--- config.mk ---
export PLATFORM = sky130hd
export DESIGN_NAME = tpac_sqrt
export DESIGN_NICKNAME = d
export VERILOG_FILES = /design/src/design/three_point_angle_cosine_top_macros.svh /design/src/design/tpac_pkg.sv /design/src/design/tpac_sqrt.sv
export SDC_FILE = /design/constraint.sdc
export NUM_CORES = 2
export LEC_CHECK = 0
export BUFFER_PORTS_ARGS = -buffer_cell sky130_fd_sc_hd__buf_2
export CAP_MARGIN = 20
export CORE_MARGIN = 2
export CORE_UTILIZATION = 25
export DETAILED_ROUTE_END_ITERATION = 10
export GPL_TIMING_DRIVEN = 0
export PLACE_DENSITY_LB_ADDON = 0.08
export SLEW_MARGIN = 20
export SYNTH_ARGS = -nofsm -noshare
export SYNTH_HDL_FRONTEND = slang
export SYNTH_SLANG_ARGS = --single-unit
--- constraint.sdc ---
create_clock -name clk -period 3.7 [get_ports clk]
set_input_delay 0.74 -clock clk [delete_from_list [all_inputs] [get_ports clk]]
set_output_delay 0.74 -clock clk [all_outputs]
set_load 0.01 [all_outputs]
--- src/design/three_point_angle_cosine_top_macros.svh ---
// Assertion macros shared by the angle cosine design.
`ifndef THREE_POINT_ANGLE_COSINE_TOP_MACROS_SVH
`define THREE_POINT_ANGLE_COSINE_TOP_MACROS_SVH

// Clocked assertion, switched off while reset is asserted.
`define TPAC_ASSERT(label, prop, msg) \
	label: assert property (@(posedge clk) disable iff (!arst_n) (prop)) else $error(msg);

// Clocked assertion that also holds during reset.
`define TPAC_ASSERT_ALWAYS(label, prop, msg) \
	label: assert property (@(posedge clk) (prop)) else $error(msg);

`endif

--- src/design/tpac_pkg.sv ---
// Shared widths and types of the angle cosine pipeline.
package tpac_pkg;

	localparam int COORD_W   = 32;  // Q15.16 coordinate
	localparam int DIFF_W    = 33;  // exact coordinate difference
	localparam int MAG_W     = 32;  // magnitude of a difference
	localparam int SQ_W      = 64;  // product of two magnitudes
	localparam int SUM_W     = 66;  // sum of three products
	localparam int HALF_W    = 33;  // limb of a sum for the wide products
	localparam int WIDE_W    = 132; // square of a sum, product of two sums
	localparam int QUO_W     = 61;  // quotient of the squared cosine, at most 2^60
	localparam int DIV_STEPS = 61;  // one quotient bit per stage
	localparam int ROOT_W    = 31;  // magnitude of the cosine, at most 2^30
	localparam int COS_W     = 32;  // signed Q1.30 result

	typedef struct packed {
		logic valid;
		logic neg;
		logic degen;
	} flags_t;

endpackage

--- src/design/tpac_sqrt.sv ---
// Integer square root, one root bit per stage.
module tpac_sqrt (
	input  logic                          clk,
	input  logic                          arst_n,
	input  logic                          en,
	input  logic [tpac_pkg::QUO_W-1:0]    quo,
	input  tpac_pkg::flags_t              flg_in,
	output logic [tpac_pkg::ROOT_W-1:0]   root,
	output tpac_pkg::flags_t              flg_out
);

	localparam int R  = tpac_pkg::ROOT_W;
	localparam int Q  = tpac_pkg::QUO_W;
	localparam int TW = 2 * R + 1;

	logic [Q-1:0]     rem_s  [1:R];
	logic [R-1:0]     root_s [1:R];
	tpac_pkg::flags_t flg_s  [1:R];

	genvar k;
	generate
		for (k = 0; k < R; k++) begin : g_step
			localparam int B = R - 1 - k;
			logic [Q-1:0]     r_in;
			logic [R-1:0]     x_in;
			tpac_pkg::flags_t f_in;
			logic [TW-1:0]    trial;
			logic [TW-1:0]    rem_w;
			logic [TW-1:0]    diff;
			logic             ge;

			if (k == 0) begin : g_first
				assign r_in = quo;
				assign x_in = '0;
				assign f_in = flg_in;
			end else begin : g_next
				assign r_in = rem_s[k];
				assign x_in = root_s[k];
				assign f_in = flg_s[k];
			end

			// (x + 2^B)^2 - x^2 = x * 2^(B+1) + 2^(2B)
			assign trial = ({{(TW-R){1'b0}}, x_in} << (B + 1)) + ({{(TW-1){1'b0}}, 1'b1} << (2 * B));
			assign rem_w = {{(TW-Q){1'b0}}, r_in};
			assign ge    = rem_w >= trial;
			assign diff  = rem_w - trial;

			always_ff @(posedge clk or negedge arst_n) begin
				if (!arst_n) begin
					flg_s[k+1] <= '0;
				end else if (en) begin
					flg_s[k+1] <= f_in;
				end
			end

			always_ff @(posedge clk) begin
				if (en) begin
					rem_s[k+1]  <= ge ? diff[Q-1:0] : r_in;
					root_s[k+1] <= ge ? (x_in | ({{(R-1){1'b0}}, 1'b1} << B)) : x_in;
				end
			end
		end
	endgenerate

	assign root    = root_s[R];
	assign flg_out = flg_s[R];

endmodule

==> results.sh <==
export IMPL_syn_area_per_cell_sq_um=12.7
export IMPL_finalCritPeriodShare_pct=106
export IMPL_hold_path_class="in -> async"
export IMPL_clock_skew_ps=96.3
export IMPL_setup_violations=22
export IMPL_ant_nets=0
export IMPL_max_vdd_ir_drop_v=0.000323
export IMPL_synth_cells=8975
export IMPL_cts_htree_levels=5
export IMPL_synth_largest_area_cell="edfxtp_1"
export IMPL_cts_sinks=2419
export IMPL_dieArea_sq_um=463000
export IMPL_critPathTopFamily="simple AND/OR/NAND/NOR gates"
export IMPL_cts_tree="done"
export IMPL_io_pin_count=101
export IMPL_power_density_nw_per_um2=635
export IMPL_critPathKind="reg -> reg"
export IMPL_drt_iter0_markers=5285
export IMPL_maxCapViolCount=0
export IMPL_clk_latency_ps=980
export IMPL_vias_per_cell=4.62
export IMPL_critPathMaxStageDelay_ps=450
export IMPL_synthTopCellsByArea="edfxtp_1, ha_1, xnor2_1"
export IMPL_nets=10200
export IMPL_synth_async_reset_ratio_pct=3.84
export IMPL_critPathBufInv=2
export IMPL_synth_edf_count=2326
export IMPL_clock_fmax_mhz=256
export IMPL_synth_warnings=0
export IMPL_layout_common_cells="edfxtp_1, inv_1, nor2_1"
export IMPL_die_h_um=680
export IMPL_cp_data_arrival_time_ps=4570
export IMPL_cp_cell_sequence="ha_4 > nand4_1 > nor3_4 > buf_6 > nor3b_4 > nand4b_1 > nand4_1 > a31o_4 > o211ai_1 > buf_4 > or4_4 > xnor2_2"
export IMPL_path_max_fanout=5
export IMPL_synth_area_sq_um=114000
export IMPL_max_slew_margin_pct=28.6
export IMPL_wl_per_cell_um=21.7
export IMPL_rsz0062_at_grt="yes"
export IMPL_clk_pin_slew_worst_paths_ps=60
export IMPL_worst_pin_slew_ps=1060
export IMPL_grt_overflow=0
export IMPL_io_buffers=99
export IMPL_r2r_start="rem_s[28][30]"
export IMPL_drt_pre_antenna_iters=5
export IMPL_final_area_sq_um=139000
export IMPL_met3_length_um=15100
export IMPL_area_growth_pct=22.0
export IMPL_place_gp_congestion=0.882
export IMPL_antenna_found_initial=21
export IMPL_synth_distinct_cells=95
export IMPL_reg2reg_to="rem_s[29][59]"
export IMPL_r2r_cells=12
export IMPL_required_ps=4370
export IMPL_worst_path_max_delay_cell="edfxtp_1"
export IMPL_r2r_slack_ps=-200
export IMPL_dpl_hpwl_um=256000
export IMPL_met2_length_um=158000
export IMPL_wl_um=345000
export IMPL_status="finished, violations left"
export IMPL_fp_coreArea_sq_um=456000
export IMPL_synth_nets=9566
export IMPL_cellLeakagePower_uw=0.0515
export IMPL_routed_top_layer="met4"
export IMPL_start_util_pct=25.1
export IMPL_drive_gt1_share_pct=15.7
export IMPL_slew_viol_final=0
export IMPL_drt_met1_wl_um=164000
export IMPL_synth_main_ff_cell="edfxtp_1"
export IMPL_layout_commonest_cell="edfxtp_1"
export IMPL_clk_path_buf_depth=4
export IMPL_numCtsBuffers=300
export IMPL_finalPower_uw=88500
export IMPL_violations="negative setup slack"
export IMPL_die_width_um=680
export IMPL_yosysSeqAreaShare_pct=63.1
export IMPL_netlist_area_leader_share_pct=61.1
export IMPL_place_area_sq_um=123000
export IMPL_cp_common_cell="nand4_1"
export IMPL_grt_pass1_wl_um=503000
export IMPL_grt_max_degree=142
export IMPL_cts_root_buf="clkbuf_16"
export IMPL_setup_slack_ps=-204
export IMPL_finalHoldViolations=0
export IMPL_setup_worst_path_start_class="flop"
export IMPL_grt_usage_pct=14.4
export IMPL_ys_ff_latch=2419
export IMPL_endpoint_kind="flop"
export IMPL_num_rows=248
export IMPL_num_vias=73400
export IMPL_period_minus_slack_ps=3900
export IMPL_grt_pass1_vias=73200
export IMPL_drcViolationCount=0
[Yosys cell counts (17+ instances only)]
library cell,n
a2111oi_0,17
a211oi_1,47
a21boi_0,28
a21o_1,206
a21oi_1,623
a31oi_1,44
and2_1,26
and3_1,49
clkbuf_1,153
dfrtp_1,93
edfxtp_1,2326
ha_1,523
inv_1,656
mux2_2,175
nand2_1,474
nand2b_1,90
nand3_1,152
nand3b_1,25
nand4_1,145
nor2_1,663
nor2b_1,78
nor3_1,224
nor4_1,304
nor4b_1,44
o211ai_1,29
o21a_1,91
o21ai_0,322
o21bai_1,52
o31ai_1,36
or2_2,36
or3_1,104
or4_1,66
xnor2_1,435
xor2_1,362
[how the worst max path moves through the flow]
stage	end	slack [ps]	from	depth (start not counted)
after global placement	rem_s[2][51]	-37430	en	1
final	rem_s[29][59]	-200	rem_s[28][30]	12
after detailed placement	rem_s[2][54]	-2820	en	11
after CTS	rem_s[22][46]	-160	root_s[0][664]	12
after global routing	rem_s[27][56]	-340	root_s[0][811]	12
after floorplan	rem_s[24][47]	210	rem_s[23][30]	12
[through the flow]
| step | instances | hold slack (ps) | setup slack (ps) | setup TNS [ps] | utilization, % |
|---|---|---|---|---|---|
| final | 15900 | 346 | -204 | -1340 | 30.6 |
| after global routing | 15900 | 345 | -345 | -6390 | 30.6 |
| after CTS | 15800 | 272 | -160 | -2910 | 29.9 |
| after detailed placement | 15100 | 427 | -2820 | -3377900 | 27.0 |
| after global placement | 15100 | 433 | -37430 | - | 26.8 |
| after floorplan | 8975 | 417 | 214 | 0 | - |
[cells by family (layout without fill, tap and decap cells)]
kind of cell / Yosys count / count (layout) / share of synthesized area, %
AND/OR/NAND/NOR: 2552 / 2552 / 11.5
flip-flops: 2419 / 2419 / 63.1
AO/OA/AOI/OAI: 1666 / 1666 / 9.05
buffers and inverters: 836 / 1746 / 2.77
XOR/XNOR: 797 / 797 / 6.10
adder cells (fa/ha/maj): 524 / 524 / 5.74
multiplexers: 180 / 180 / 1.77
other: 1 / 7 / 0.00328
[per-layer routing]
| layer | track usage (%) | vias up |
|---|---|---|
| met2 | 23.3 | 1551 |
| met1 | 20.4 | 36400 |
| li1 | - | 35000 |
| met3 | 2.10 | 421 |
| met5 | 0 | - |
| met4 | 3.44 | 0 |
[registers in the layout, summed over array words and instances, names as in the netlist]
signal / cells
rem_s: 1830
root_s: 496
flg_out: 3
flg_s: 90
[report_power, final]
part           switching (uW)  internal [uW]  leakage [uW]
clock                   12000          17400       0.00474
sequential               3200          35100        0.0235
combinational           12200           8650        0.0233
total                   27400          61200        0.0515
[area by class of cell]
class	instances	area, sq um
Antenna cell	6	15.0
Buffer	149	880
Clock buffer	369	7940
Clock inverter	169	1810
Fill cell	45500	316000
Inverter	656	2460
Multi-Input combinational cell	5720	42800
Sequential cell	2419	72200
Tap cell	6000	7510
Timing Repair Buffer	403	3940
[timing repair]
| action | CTS | global route |
|---|---|---|
| gates resized for setup | 451 | 431 |
| endpoints found under the setup margin | 2119 | 905 |
| hold endpoints to repair | 103 | 0 |
| hold buffers | 65 | 0 |
| gates cloned | 18 | 4 |
| pin swaps | 57 | 140 |
| setup buffers | 68 | 128 |
Power figures use the tool's default switching activity.
